==> src/design/etxpad_pkg.sv <==
// ============================================================================
// etxpad_pkg: shared types and constants for the Ethernet transmit framer
// Holds the command word passed from the front end to the back end, the
// back-end phase encoding and the byte-wide reflected CRC-32 update.
// ============================================================================
package etxpad_pkg;

    localparam int MIN_PAYLOAD_DEF = 46;
    localparam int MAX_PAYLOAD_DEF = 1500;

    // The payload count covers up to 2047 bytes; the pad field holds up to 127 bytes.
    localparam int CNT_W = 11;
    localparam int PAD_W = 7;
    localparam int IDX_W = PAD_W;

    localparam int HDR_BYTES = 14;
    localparam int FCS_BYTES = 4;

    localparam int QUEUE_DEPTH = 4;
    localparam int QPTR_W      = 2;
    localparam int QCNT_W      = 3;

    localparam logic [31:0] CRC_INIT = 32'hFFFF_FFFF;
    localparam logic [31:0] CRC_POLY = 32'hEDB8_8320;

    typedef struct packed {
        logic             hdr;
        logic [47:0]      dest_mac;
        logic [15:0]      frame_type;
        logic             data_ok;
        logic [7:0]       data;
        logic             fin;
        logic             err;
        logic [PAD_W-1:0] pad;
    } cmd_t;

    typedef enum logic [2:0] {
        PH_NONE,
        PH_HDR,
        PH_DATA,
        PH_PAD,
        PH_FCS,
        PH_ERR
    } phase_t;

    function automatic logic [31:0] crc_byte(input logic [31:0] crc, input logic [7:0] b);
        logic [31:0] c;
        c = crc ^ {24'd0, b};
        for (int k = 0; k < 8; k++)
        begin
            c = c[0] ? ((c >> 1) ^ CRC_POLY) : (c >> 1);
        end
        return c;
    endfunction

endpackage

==> src/design/etxpad_front.sv <==
// ============================================================================
// etxpad_front: input classifier
// Accepts input words, tracks the payload count and the overflow flag, and
// turns each word that produces output into one command for the back end.
// ============================================================================
module etxpad_front #(
    parameter int MIN_PAYLOAD = etxpad_pkg::MIN_PAYLOAD_DEF,
    parameter int MAX_PAYLOAD = etxpad_pkg::MAX_PAYLOAD_DEF
) (
    input  logic               clk,
    input  logic               rst_n,
    input  logic [47:0]        dest_mac,
    input  logic [15:0]        frame_type,
    input  logic [7:0]         data_byte,
    input  logic               byte_valid,
    input  logic               first_item,
    input  logic               last_item,
    input  logic               push,
    output logic               full,
    output logic               q_push,
    output etxpad_pkg::cmd_t   q_cmd,
    input  logic               q_full
);
    import etxpad_pkg::*;

    localparam logic [CNT_W-1:0] MIN_CNT = CNT_W'(MIN_PAYLOAD);
    localparam logic [CNT_W-1:0] MAX_CNT = CNT_W'(MAX_PAYLOAD);

    logic [CNT_W-1:0] count_reg, count_next;
    logic             ovf_reg, ovf_next;
    logic [CNT_W-1:0] cnt0, cnt1;
    logic             ovf0, ovf1, byte_ok, accept;

    assign full   = q_full;
    assign accept = push && !q_full;

    always_comb
    begin
        cnt0    = first_item ? '0 : count_reg;
        ovf0    = first_item ? 1'b0 : ovf_reg;
        byte_ok = byte_valid && !ovf0 && (cnt0 < MAX_CNT);
        ovf1    = ovf0 || (byte_valid && !ovf0 && (cnt0 >= MAX_CNT));
        cnt1    = cnt0 + CNT_W'(byte_ok);

        q_cmd.hdr        = first_item;
        q_cmd.dest_mac   = dest_mac;
        q_cmd.frame_type = frame_type;
        q_cmd.data_ok    = byte_ok;
        q_cmd.data       = data_byte;
        q_cmd.fin        = last_item;
        q_cmd.err        = ovf1;
        q_cmd.pad        = (cnt1 < MIN_CNT) ? PAD_W'(MIN_CNT - cnt1) : '0;

        // A word that produces no output byte is dropped here.
        q_push = accept && (first_item || byte_ok || last_item);

        count_next = count_reg;
        ovf_next   = ovf_reg;
        if (accept)
        begin
            count_next = last_item ? '0 : cnt1;
            ovf_next   = last_item ? 1'b0 : ovf1;
        end
    end

    always_ff @(posedge clk or negedge rst_n)
    begin
        if (!rst_n)
        begin
            count_reg <= '0;
            ovf_reg   <= 1'b0;
        end
        else
        begin
            count_reg <= count_next;
            ovf_reg   <= ovf_next;
        end
    end

endmodule

==> src/design/etxpad_cmdq.sv <==
// ============================================================================
// etxpad_cmdq: command queue
// Short FIFO between the front end and the back end so that each side can
// stall on its own.
// ============================================================================
module etxpad_cmdq (
    input  logic             clk,
    input  logic             rst_n,
    input  logic             wr_en,
    input  etxpad_pkg::cmd_t wr_cmd,
    output logic             q_full,
    input  logic             rd_en,
    output logic             head_valid,
    output etxpad_pkg::cmd_t head_cmd
);
    import etxpad_pkg::*;

    cmd_t              mem [QUEUE_DEPTH];
    logic [QPTR_W-1:0] wr_ptr_reg, wr_ptr_next;
    logic [QPTR_W-1:0] rd_ptr_reg, rd_ptr_next;
    logic [QCNT_W-1:0] cnt_reg, cnt_next;
    logic              do_wr, do_rd;

    assign q_full     = (cnt_reg == QCNT_W'(QUEUE_DEPTH));
    assign head_valid = (cnt_reg != '0);
    assign head_cmd   = mem[rd_ptr_reg];
    assign do_wr      = wr_en && !q_full;
    assign do_rd      = rd_en && head_valid;

    always_comb
    begin
        wr_ptr_next = do_wr ? wr_ptr_reg + QPTR_W'(1) : wr_ptr_reg;
        rd_ptr_next = do_rd ? rd_ptr_reg + QPTR_W'(1) : rd_ptr_reg;
        cnt_next    = cnt_reg + QCNT_W'(do_wr) - QCNT_W'(do_rd);
    end

    always_ff @(posedge clk)
    begin
        if (do_wr)
        begin
            mem[wr_ptr_reg] <= wr_cmd;
        end
    end

    always_ff @(posedge clk or negedge rst_n)
    begin
        if (!rst_n)
        begin
            wr_ptr_reg <= '0;
            rd_ptr_reg <= '0;
            cnt_reg    <= '0;
        end
        else
        begin
            wr_ptr_reg <= wr_ptr_next;
            rd_ptr_reg <= rd_ptr_next;
            cnt_reg    <= cnt_next;
        end
    end

endmodule

==> src/design/etxpad_back.sv <==
// ============================================================================
// etxpad_back: byte sequencer and output stage
// Expands each command into header, payload, pad, FCS or error words, keeps
// the running CRC and holds the oldest result word in an output register.
// ============================================================================
module etxpad_back (
    input  logic             clk,
    input  logic             rst_n,
    input  logic [47:0]      source_mac,
    input  logic             head_valid,
    input  etxpad_pkg::cmd_t head_cmd,
    output logic             q_pop,
    output logic             empty,
    input  logic             pop,
    output logic [7:0]       out_byte,
    output logic             end_of_frame,
    output logic             too_long
);
    import etxpad_pkg::*;

    phase_t           state_reg, state_next;
    logic [IDX_W-1:0] idx_reg, idx_next;
    logic [31:0]      crc_reg, crc_next;
    logic             out_valid_reg, out_valid_next;
    logic [7:0]       out_byte_reg, out_byte_next;
    logic             eof_reg, eof_next;
    logic             err_reg, err_next;

    phase_t           cur_phase, after_phase;
    logic [IDX_W-1:0] cur_idx;
    logic             emit, phase_done;
    logic [31:0]      fcs;
    logic [7:0]       hdr_bytes [16];
    logic [31:0]      crc_base;

    function automatic phase_t next_phase(input cmd_t c, input phase_t p);
        logic want_hdr, want_data, want_pad, want_fcs, want_err;
        phase_t r;
        want_hdr  = c.hdr && (p == PH_NONE);
        want_data = c.data_ok && (p == PH_NONE || p == PH_HDR);
        want_pad  = c.fin && !c.err && (c.pad != '0)
                    && (p == PH_NONE || p == PH_HDR || p == PH_DATA);
        want_fcs  = c.fin && !c.err && (p != PH_FCS) && (p != PH_ERR);
        want_err  = c.fin && c.err && (p != PH_ERR);
        priority if (want_hdr)  r = PH_HDR;
        else if (want_data)     r = PH_DATA;
        else if (want_pad)      r = PH_PAD;
        else if (want_fcs)      r = PH_FCS;
        else if (want_err)      r = PH_ERR;
        else                    r = PH_NONE;
        return r;
    endfunction

    // Between commands the head command picks its first phase in the same cycle.
    always_comb
    begin
        if (state_reg == PH_NONE)
        begin
            cur_phase = head_valid ? next_phase(head_cmd, PH_NONE) : PH_NONE;
            cur_idx   = '0;
        end
        else
        begin
            cur_phase = state_reg;
            cur_idx   = idx_reg;
        end
        emit = (cur_phase != PH_NONE) && (!out_valid_reg || pop);

        unique case (cur_phase)
            PH_HDR:  phase_done = (cur_idx == IDX_W'(HDR_BYTES - 1));
            PH_PAD:  phase_done = (cur_idx == IDX_W'(head_cmd.pad - PAD_W'(1)));
            PH_FCS:  phase_done = (cur_idx == IDX_W'(FCS_BYTES - 1));
            default: phase_done = 1'b1;
        endcase
        after_phase = next_phase(head_cmd, cur_phase);
    end

    // Next state.
    always_comb
    begin
        state_next = state_reg;
        idx_next   = idx_reg;
        if (emit)
        begin
            if (phase_done)
            begin
                state_next = after_phase;
                idx_next   = '0;
            end
            else
            begin
                state_next = cur_phase;
                idx_next   = cur_idx + IDX_W'(1);
            end
        end
    end

    always_comb
    begin
        for (int i = 0; i < 6; i++)
        begin
            hdr_bytes[i]     = head_cmd.dest_mac[8*(5-i) +: 8];
            hdr_bytes[6 + i] = source_mac[8*(5-i) +: 8];
        end
        hdr_bytes[12] = head_cmd.frame_type[15:8];
        hdr_bytes[13] = head_cmd.frame_type[7:0];
        hdr_bytes[14] = 8'd0;
        hdr_bytes[15] = 8'd0;
    end

    // Outputs: result word, CRC update and command retire.
    always_comb
    begin
        fcs      = ~crc_reg;
        crc_base = (cur_phase == PH_HDR && cur_idx == '0) ? CRC_INIT : crc_reg;

        out_byte_next = out_byte_reg;
        eof_next      = eof_reg;
        err_next      = err_reg;
        crc_next      = crc_reg;
        q_pop         = emit && phase_done && (after_phase == PH_NONE);
        out_valid_next = emit || (out_valid_reg && !pop);

        if (emit)
        begin
            eof_next = 1'b0;
            err_next = 1'b0;
            unique case (cur_phase)
                PH_HDR:
                begin
                    out_byte_next = hdr_bytes[cur_idx[3:0]];
                    crc_next      = crc_byte(crc_base, out_byte_next);
                end
                PH_DATA:
                begin
                    out_byte_next = head_cmd.data;
                    crc_next      = crc_byte(crc_base, out_byte_next);
                end
                PH_PAD:
                begin
                    out_byte_next = 8'd0;
                    crc_next      = crc_byte(crc_base, 8'd0);
                end
                PH_FCS:
                begin
                    out_byte_next = fcs[8*cur_idx[1:0] +: 8];
                    eof_next      = phase_done;
                    crc_next      = phase_done ? CRC_INIT : crc_reg;
                end
                PH_ERR:
                begin
                    out_byte_next = 8'd0;
                    eof_next      = 1'b1;
                    err_next      = 1'b1;
                    crc_next      = CRC_INIT;
                end
                default:
                begin
                    out_byte_next = out_byte_reg;
                end
            endcase
        end
    end

    assign empty        = !out_valid_reg;
    assign out_byte     = out_byte_reg;
    assign end_of_frame = eof_reg;
    assign too_long     = err_reg;

    always_ff @(posedge clk or negedge rst_n)
    begin
        if (!rst_n)
        begin
            state_reg     <= PH_NONE;
            idx_reg       <= '0;
            crc_reg       <= CRC_INIT;
            out_valid_reg <= 1'b0;
            eof_reg       <= 1'b0;
            err_reg       <= 1'b0;
        end
        else
        begin
            state_reg     <= state_next;
            idx_reg       <= idx_next;
            crc_reg       <= crc_next;
            out_valid_reg <= out_valid_next;
            eof_reg       <= eof_next;
            err_reg       <= err_next;
        end
    end

    always_ff @(posedge clk)
    begin
        out_byte_reg <= out_byte_next;
    end

endmodule

==> src/design/ethernet_tx_pad_and_fcs_unit.sv <==
// ============================================================================
// ethernet_tx_pad_and_fcs_unit: Ethernet transmit framer with pad and FCS
// Adds the header, pads short payloads and appends the CRC-32 frame check.
// ============================================================================
// Throughput: one payload word per cycle unless full or an unpopped result stalls it;
// the back end emits one output word per cycle while its output register is empty
// or being popped, so a first word adds the 14 header bytes and a last word the pad
// bytes plus 4 FCS bytes, and full rises once the 4-entry queue holds four waiting words.
// Reset: asynchronous, active low; clears the queue, the output register, the
// frame count and flag, the CRC to all ones and the source MAC to zero.
module ethernet_tx_pad_and_fcs_unit #(
    parameter int MIN_PAYLOAD = etxpad_pkg::MIN_PAYLOAD_DEF,
    parameter int MAX_PAYLOAD = etxpad_pkg::MAX_PAYLOAD_DEF
) (
    input  logic        clk,
    input  logic        rst_n,
    input  logic        source_mac_wr_en,
    input  logic [47:0] source_mac,
    input  logic [47:0] dest_mac,
    input  logic [15:0] frame_type,
    input  logic [7:0]  data_byte,
    input  logic        byte_valid,
    input  logic        first_item,
    input  logic        last_item,
    input  logic        push,
    output logic        full,
    output logic [7:0]  out_byte,
    output logic        end_of_frame,
    output logic        too_long,
    output logic        empty,
    input  logic        pop
);
    import etxpad_pkg::*;

    logic [47:0] source_mac_reg;
    logic        q_push, q_full, q_pop, head_valid;
    cmd_t        q_cmd, head_cmd;

    always_ff @(posedge clk or negedge rst_n)
    begin
        if (!rst_n)
        begin
            source_mac_reg <= '0;
        end
        else if (source_mac_wr_en)
        begin
            source_mac_reg <= source_mac;
        end
    end

    etxpad_front #(
        .MIN_PAYLOAD (MIN_PAYLOAD),
        .MAX_PAYLOAD (MAX_PAYLOAD)
    ) u_front (
        .clk        (clk),
        .rst_n      (rst_n),
        .dest_mac   (dest_mac),
        .frame_type (frame_type),
        .data_byte  (data_byte),
        .byte_valid (byte_valid),
        .first_item (first_item),
        .last_item  (last_item),
        .push       (push),
        .full       (full),
        .q_push     (q_push),
        .q_cmd      (q_cmd),
        .q_full     (q_full)
    );

    etxpad_cmdq u_cmdq (
        .clk        (clk),
        .rst_n      (rst_n),
        .wr_en      (q_push),
        .wr_cmd     (q_cmd),
        .q_full     (q_full),
        .rd_en      (q_pop),
        .head_valid (head_valid),
        .head_cmd   (head_cmd)
    );

    etxpad_back u_back (
        .clk          (clk),
        .rst_n        (rst_n),
        .source_mac   (source_mac_reg),
        .head_valid   (head_valid),
        .head_cmd     (head_cmd),
        .q_pop        (q_pop),
        .empty        (empty),
        .pop          (pop),
        .out_byte     (out_byte),
        .end_of_frame (end_of_frame),
        .too_long     (too_long)
    );

endmodule

==> config.mk <==
export PLATFORM = sky130hd
export DESIGN_NAME = ethernet_tx_pad_and_fcs_unit
export DESIGN_NICKNAME = d
export VERILOG_FILES = /design/src/design/etxpad_pkg.sv /design/src/design/etxpad_front.sv /design/src/design/etxpad_cmdq.sv /design/src/design/etxpad_back.sv /design/src/design/ethernet_tx_pad_and_fcs_unit.sv
export SDC_FILE = /design/constraint.sdc
export NUM_CORES = 1
export LEC_CHECK = 0
export BUFFER_PORTS_ARGS = -buffer_cell sky130_fd_sc_hd__buf_2
export CAP_MARGIN = 25
export CORE_AREA = 2 2 209 314
export DETAILED_ROUTE_END_ITERATION = 8
export DIE_AREA = 0 0 211 316
export REMOVE_ABC_BUFFERS = 1
export SKIP_CTS_REPAIR_TIMING = 1
export SYNTH_ARGS = -nofsm -noshare
export SYNTH_HDL_FRONTEND = slang
export SYNTH_SLANG_ARGS = --single-unit
==> constraint.sdc <==
create_clock -name clk -period 14.1 [get_ports clk]
set_clock_uncertainty 0.2 [all_clocks]
set_input_delay 0.705 -clock clk [delete_from_list [all_inputs] [get_ports clk]]
set_output_delay 0.705 -clock clk [all_outputs]
set_load 0.005 [all_outputs]
# [After elaboration in Yosys (flattened, before gate mapping)]
# Memories as Yosys holds them, arrays and structs flattened.
# Index checks and enable logic that the tools add are counted.
[classes] n_addsub=8 n_lt_le_gt_ge=4 n_eq_ne=12 n_shift=1 n_mux=56 bitwise_logic=28 n_reduce_logical=45
[ops] operator="$mux W32" count=26
[ops] operator="$not A13 Y14" count=24
[ops] operator="$pmux W32 S5" count=1
[ops] operator="$xor A32 B8 Y32" count=2
[ops] operator="$mux W3" count=13
[ops] operator="$bmux W8 S4" count=1
[ops] operator="$not A32 Y32" count=1
[ops] operator="$pmux W8 S4" count=1
[ops] operator="$shiftx A32 B6 Y8" count=1
[ops] operator="$mux W11" count=2
[ops] operator="$logic_and A1 B1 Y1" count=21
[ops] operator="$mux W7" count=3
[ops] operator="$mux W8" count=2
[ops] operator="$add A11 B1 Y11" count=1
[ops] operator="$ge A11 B11 Y1 const B" count=1
[ops] operator="$lt A11 B11 Y1 const B" count=1
[ops] operator="$lt A11 B6 Y1 const B" count=1
[ops] operator="$eq A3 B3 Y1 const B" count=3
[ops] operator="$logic_not A3 Y1" count=3
[ops] operator="$add A7 B1 Y7 const B" count=1
[ops] operator="$eq A7 B2 Y1 const B" count=1
[ops] operator="$eq A7 B4 Y1 const B" count=1
[ops] operator="$eq A7 B7 Y1" count=1
[ops] operator="$logic_not A7 Y1" count=1
[ops] operator="other kinds (23)" count=41
[totals] ff_bits=120 ram_bits=332 inputBits=128 mem_count=1
[memory_table] memory="u_cmdq.mem" depth=4 word_bits=83 rd=1 rd_clocked_by_memory_dff=0 wr=1 line_no="etxpad_cmdq.sv:18" text="cmd_t mem [QUEUE_DEPTH];"

# [Longest topological paths before layout]
# An unclocked memory read counts as a cell.
[depth] word_depth=30 ltp_mapped=23 depth_no_buf=19

# [Hierarchy]
# Synthesis repeated with hierarchy kept, for this count alone.
[hier_totals] cells_unflattened=1707 hier_area_um2=23531.3
[by_module_without_submodules] mod="etxpad_cmdq" n_inst=1 cells_per_inst=474 area_per_inst_um2=12497.0 seq_area_each_um2=10144.7
[by_module_without_submodules] mod="etxpad_back" n_inst=1 cells_per_inst=911 area_per_inst_um2=7425.9 seq_area_each_um2=1406.3
[by_module_without_submodules] mod="ethernet_tx_pad_and_fcs_unit" n_inst=1 cells_per_inst=101 area_per_inst_um2=1860.5 seq_area_each_um2=1201.2
[by_module_without_submodules] mod="etxpad_front" n_inst=1 cells_per_inst=221 area_per_inst_um2=1747.9 seq_area_each_um2=300.3

# [Worst setup path after synthesis]
# OpenSTA, ideal clock, no wires.
[synth_path] kind="register -> register" start="register u_cmdq.rd_ptr_reg[0]" end="register u_cmdq.cnt_reg[2]" setup_ns=0.124 t_arrival_ns=4.848 required_ns=13.776 path_slack_ns=8.927 stages_incl_launch_ff=23 cell_sequence="dfrtp_1 -> buf_6 -> buf_6 -> buf_4 -> buf_2 -> mux4_2 -> inv_1 -> ha_1 -> inv_1 -> or3_1 -> a2bb2oi_1 -> or4b_1 -> o211ai_1 -> nand4_1 -> o21ai_1 -> and3_1 -> ha_1 -> inv_1 -> ha_1 -> inv_1 -> fa_1 -> xnor2_1 -> xnor2_1"
[synth_between] elab_chain_len=20 word_cells_on_any_way=43 cone_classes="add/sub: 2; eq/ne: 7; mux: 13; reduce/logical: 20; memory: 1"
[synth_lines] item="start, declared" line_no="etxpad_cmdq.sv:20" text="logic [QPTR_W-1:0] rd_ptr_reg, rd_ptr_next;"
[synth_lines] item="start signal, assigned" line_no="etxpad_cmdq.sv:56" text="rd_ptr_reg <= rd_ptr_next;"
[synth_lines] item="$mem_v2 Z4 W83 (*)"
[synth_lines] item="$logic_and A1 B1 Y1 or $logic_not A1 Y1 (tied branches)" line_no="etxpad_back.sv:44, etxpad_back.sv:41, etxpad_back.sv:43"
[synth_lines] item="$mux W3 or $logic_and A1 B1 Y1 (tied branches)" line_no="etxpad_back.sv:49, etxpad_back.sv:41, etxpad_back.sv:43"
[synth_lines] item="$mux W3 or $logic_and A1 B1 Y1 (tied branches)" line_no="etxpad_back.sv:48, etxpad_back.sv:41"
[synth_lines] item="$mux W3" line_no="etxpad_back.sv:47" text="else if (want_pad) r = PH_PAD;"
[synth_lines] item="$mux W3" line_no="etxpad_back.sv:46" text="else if (want_data) r = PH_DATA;"
[synth_lines] item="$mux W3" line_no="etxpad_back.sv:45" text="priority if (want_hdr) r = PH_HDR;"
[synth_lines] item="$mux W3" line_no="etxpad_back.sv:59" text="cur_phase = head_valid ? next_phase(head_cmd, PH_NONE) : PH_NONE;"
[synth_lines] item="(+6 left out)"
[synth_lines] item="$mux W3" line_no="etxpad_back.sv:46"
[synth_lines] item="$mux W3" line_no="etxpad_back.sv:45"
[synth_lines] item="$logic_not A3 Y1" line_no="etxpad_back.sv:121" text="q_pop = emit && phase_done && (after_phase == PH_NONE);"
[synth_lines] item="$logic_and A1 B1 Y1 (*)" line_no="etxpad_back.sv:121"
[synth_lines] item="$logic_and A1 B1 Y1 (*)" line_no="etxpad_cmdq.sv:28" text="assign do_rd = rd_en && head_valid;"
[synth_lines] item="net u_cmdq.do_rd" line_no="etxpad_cmdq.sv:22" text="logic do_wr, do_rd;"
[synth_lines] item="$sub A3 B1 Y3 (*)" line_no="etxpad_cmdq.sv:34" text="cnt_next = cnt_reg + QCNT_W'(do_wr) - QCNT_W'(do_rd);"
[synth_lines] item="net u_cmdq.cnt_next[2]" line_no="etxpad_cmdq.sv:21" text="logic [QCNT_W-1:0] cnt_reg, cnt_next;"
[synth_lines] item="end signal, assigned" line_no="etxpad_cmdq.sv:57" text="cnt_reg <= cnt_next;"
[synth_lines] item="end, declared" line_no="etxpad_cmdq.sv:21"
# Mark *: on every way through the listed nets, which the timed path passes. The rest lies on a longest branch.
# A chain may end at the register's enable or synchronous reset.

# [Final worst setup path]
# Ends and elaborated chain as after synthesis.

==> metrics.txt <==
FF+latch count, synth=between 400 and 500; # placed instances=2,478; total track usage=19.59%; CP cell instances=buf_4 > mux4_2 > inv_1 > ha_1 > nand2b_1 > nor3_1 > o41a_1 > a31oi_1 > xnor2_1 > nand4_1 > o21ai_1 > and3_1 > ha_1 > inv_1 > ha_1 > inv_1 > fa_1 > xnor2_1 > xnor2_1; Worst path slowest cell=dfrtp_4; Remaining DRCs=0; synth top area cells=edfxtp_1 46%, dfrtp_1 9.0%, mux4_2 8.4%, xnor2_1 6.6%, dfstp_2 3.8%; Starting Density=roughly 35%; htree depth=2; GRT Max-Usage Layer=met2; Area growth, synth to finish=13.64%; most frequent cells after synthesis=340 x edfxtp_1, 166 x xnor2_1, 124 x nor2_1, 118 x nand2_1, 83 x mux4_2; clock buffer count from CTS=45; Final Setup Violations=0; clk slew on worst S/H paths=~0.07 ns; met2 usage=34.90%; r2r setup slk=roughly 7.1 ns; max reg flops=between 300 and 400; die height=roughly 320 um; Site Rows=between 100 and 150; WS Path Type=flip-flop to flip-flop; largest net degree at the start of global routing=64; Worst Path Max Fanout=44; CTS tree=built; Post-Syn Area=22,140 um2; IO Count=140; Antenna Cells=0; vias per cell=roughly 5.5; layout cell share with drive strength beyond 1=25.83%; Multi-input gate area=~8600 um2; met3 usage=between 2 and 3%; most frequent cell after synthesis=edfxtp_1; FF/Latch Area=13,060 um2; crit path DAT=about 7.3 ns; number of DRC markers in iteration 0=between 1,000 and 1,500; clk sinks=452; Min-Delay Endpoint=u_cmdq.mem[3][44]$_DFFE_PP_; syn avg cell area=between 10 and 15 um2; Detailed Route WL=roughly 65,000 um; number of flops mapped to enable cells by yosys=340; final setup TNS=0 ns; unrepaired setup endpoints after global routing=no; Clock Path Buffers=3; # fillers=around 5,900; Placer Congestion=between 0.9 and 1; Cell variety after synth=76; Final Critical Period=6.965 ns; Mapped Cells=~1,600; vias in the first global route=14,695; worst reg2reg path startpoint=u_cmdq.rd_ptr_reg[0]$_DFFE_PN0P_; Yosys top cell by area=edfxtp_1; hold_sp=dest_mac[10]; first-pass detailed-route iteration total=5; die width=between 200 and 250 um; Clock Tree Root=clkbuf_16; Max stage delay on crit path=just under 1 ns; worst r2r dst=u_cmdq.cnt_reg[2]$_DFF_PN0_; Reg2Reg Depth=19; Hold/Removal Path Class=input port to flip-flop; Seq/Total Area, Yosys=approximately three fifths; Die Area=66,680 um2; Critical Path End Type=flip-flop; hold depth=1; Async S/R FF share, synth=24.78%; worst skew pair latency=a little over 0.6 ns; Ys Warns=0; Final HPWL DP=between 40,000 and 50,000 um; worst-margin pin slew=between 1 and 1.5 ns; met1 Use GR=22.47%; final non-filler cell total=2,562; outcome=finished, final reports clean; main flop type after synthesis=edfxtp_1; Nets=roughly 1,900; number of vias after detailed routing=14,039; Slew headroom=28.86%; DR WL/cell=~25 um; first-pass GRT wire length=about 96,000 um; # port buffers=between 100 and 150; Worst EP required=about 14 ns; Startpoint Class=flip-flop; fin. max-slew vios=0; initial antenna violation count=3; period utilisation layout=around 50%; Max-cap violations=0; floorplan core area=about 64,000 um2; hold violation total from the final report=0; Max Freq=~140 MHz; gr ovfl total=0; antenna-violating nets left=0; post-synth top area share=around 46%
==> kinds of logic (layout without fill, tap and decap cells) <==
logic type	after synthesis	in the layout	share of synthesized area, %
DFF	452	452	58.96
xor gates and xnor gates	237	237	10.20
muxes	169	169	12.69
and+or+nand+nor	345	345	6.828
adders and majority gates	14	14	0.8252
buffers and inverters	117	273	2.391
AOI/OAI and AO/OA	260	260	8.111
==> critical path, delay by kind of cell (launching register included) <==
family	cells	cell delay, ns
buffers and inverters	4	1.09
AOI/OAI and AO/OA	3	1.31
DFF	1	0.98
adders and majority gates	4	0.98
muxes	1	0.66
and+or+nand+nor	4	1.09
xor gates and xnor gates	3	0.51
==> worst max-delay path by stage <==
| stage | from | endpoint | slack [ns] | depth (start not counted) |
|---|---|---|---|---|
| 4_1_cts | u_cmdq.rd_ptr_reg[0]$_DFFE_PN0P_ | u_cmdq.cnt_reg[2]$_DFF_PN0_ | 7.04 | 19 |
| 3_5_place_dp | u_cmdq.rd_ptr_reg[0]$_DFFE_PN0P_ | u_cmdq.cnt_reg[2]$_DFF_PN0_ | 7.06 | 19 |
| 5_1_grt | u_cmdq.rd_ptr_reg[0]$_DFFE_PN0P_ | u_cmdq.cnt_reg[2]$_DFF_PN0_ | 6.50 | 17 |
| 3_3_place_gp | u_cmdq.rd_ptr_reg[0]$_DFFE_PN0P_ | u_cmdq.cnt_reg[2]$_DFF_PN0_ | 7.19 | 19 |
| 2_1_floorplan | u_cmdq.rd_ptr_reg[0]$_DFFE_PN0P_ | u_cmdq.cnt_reg[2]$_DFF_PN0_ | 5.29 | 18 |
| 6_report | u_cmdq.rd_ptr_reg[0]$_DFFE_PN0P_ | u_cmdq.cnt_reg[2]$_DFF_PN0_ | 7.13 | 19 |
==> final cells by class <==
type                       count  share of cell area, %
sequential                   452                  51.92
timing repair buffer         170                  3.745
inverter                      21                 0.3133
tap                          812                  4.038
clock inverter                27                  1.049
clock buffer                  55                  4.705
multi-input combinational   1025                  34.23
==> layer usage <==
metal / share of wire [%] / wire (um)
met1: 38 / 24670
met2: 52 / 33600
met3: 4.3 / 2817
met4: 6.0 / 3924
met5: 0.038 / 25
==> layout by cell type, fill, tap and decap left out, types with 7 or more instances in the layout <==
cell type  count
o22ai_1       20
or3_1          7
clkinv_2       7
o21ai_0       61
nand2_1      118
inv_1         18
clkbuf_16     45
clkinv_1      11
nor2b_1        8
dfstp_2       32
nor3_1        20
dfrtp_1       77
nand4_1        8
ha_1          13
buf_2        139
o221ai_1      15
clkbuf_1       8
edfxtp_1     340
a22o_1         9
a22oi_1       18
xor2_1        57
nand3_1       24
nor2_1       123
o31ai_1       12
xnor2_1      166
a21oi_1       39
mux2i_1       23
a31oi_1       10
buf_4         28
nand2b_1       7
and3_1         7
mux4_2        83
mux2_2        63
==> through the flow <==
step / instance area (um2) / hold WS, ns / setup slack [ns] / util [%]
after global placement: 23670 / 0.2534 / 7.188 / 36.96
after global routing: 25160 / 0.08702 / 6.501 / 39.28
final: 25160 / 0.1112 / 7.135 / 39.28
after detailed placement: 23690 / 0.2595 / 7.061 / 36.98
after CTS: 25130 / -0.1912 / 7.036 / 39.24
after floorplan: 21690 / 0.2094 / 5.295 / -
Power is not shown: default switching activity piles up to over one toggle a cycle in this logic, so the estimate is an artifact.
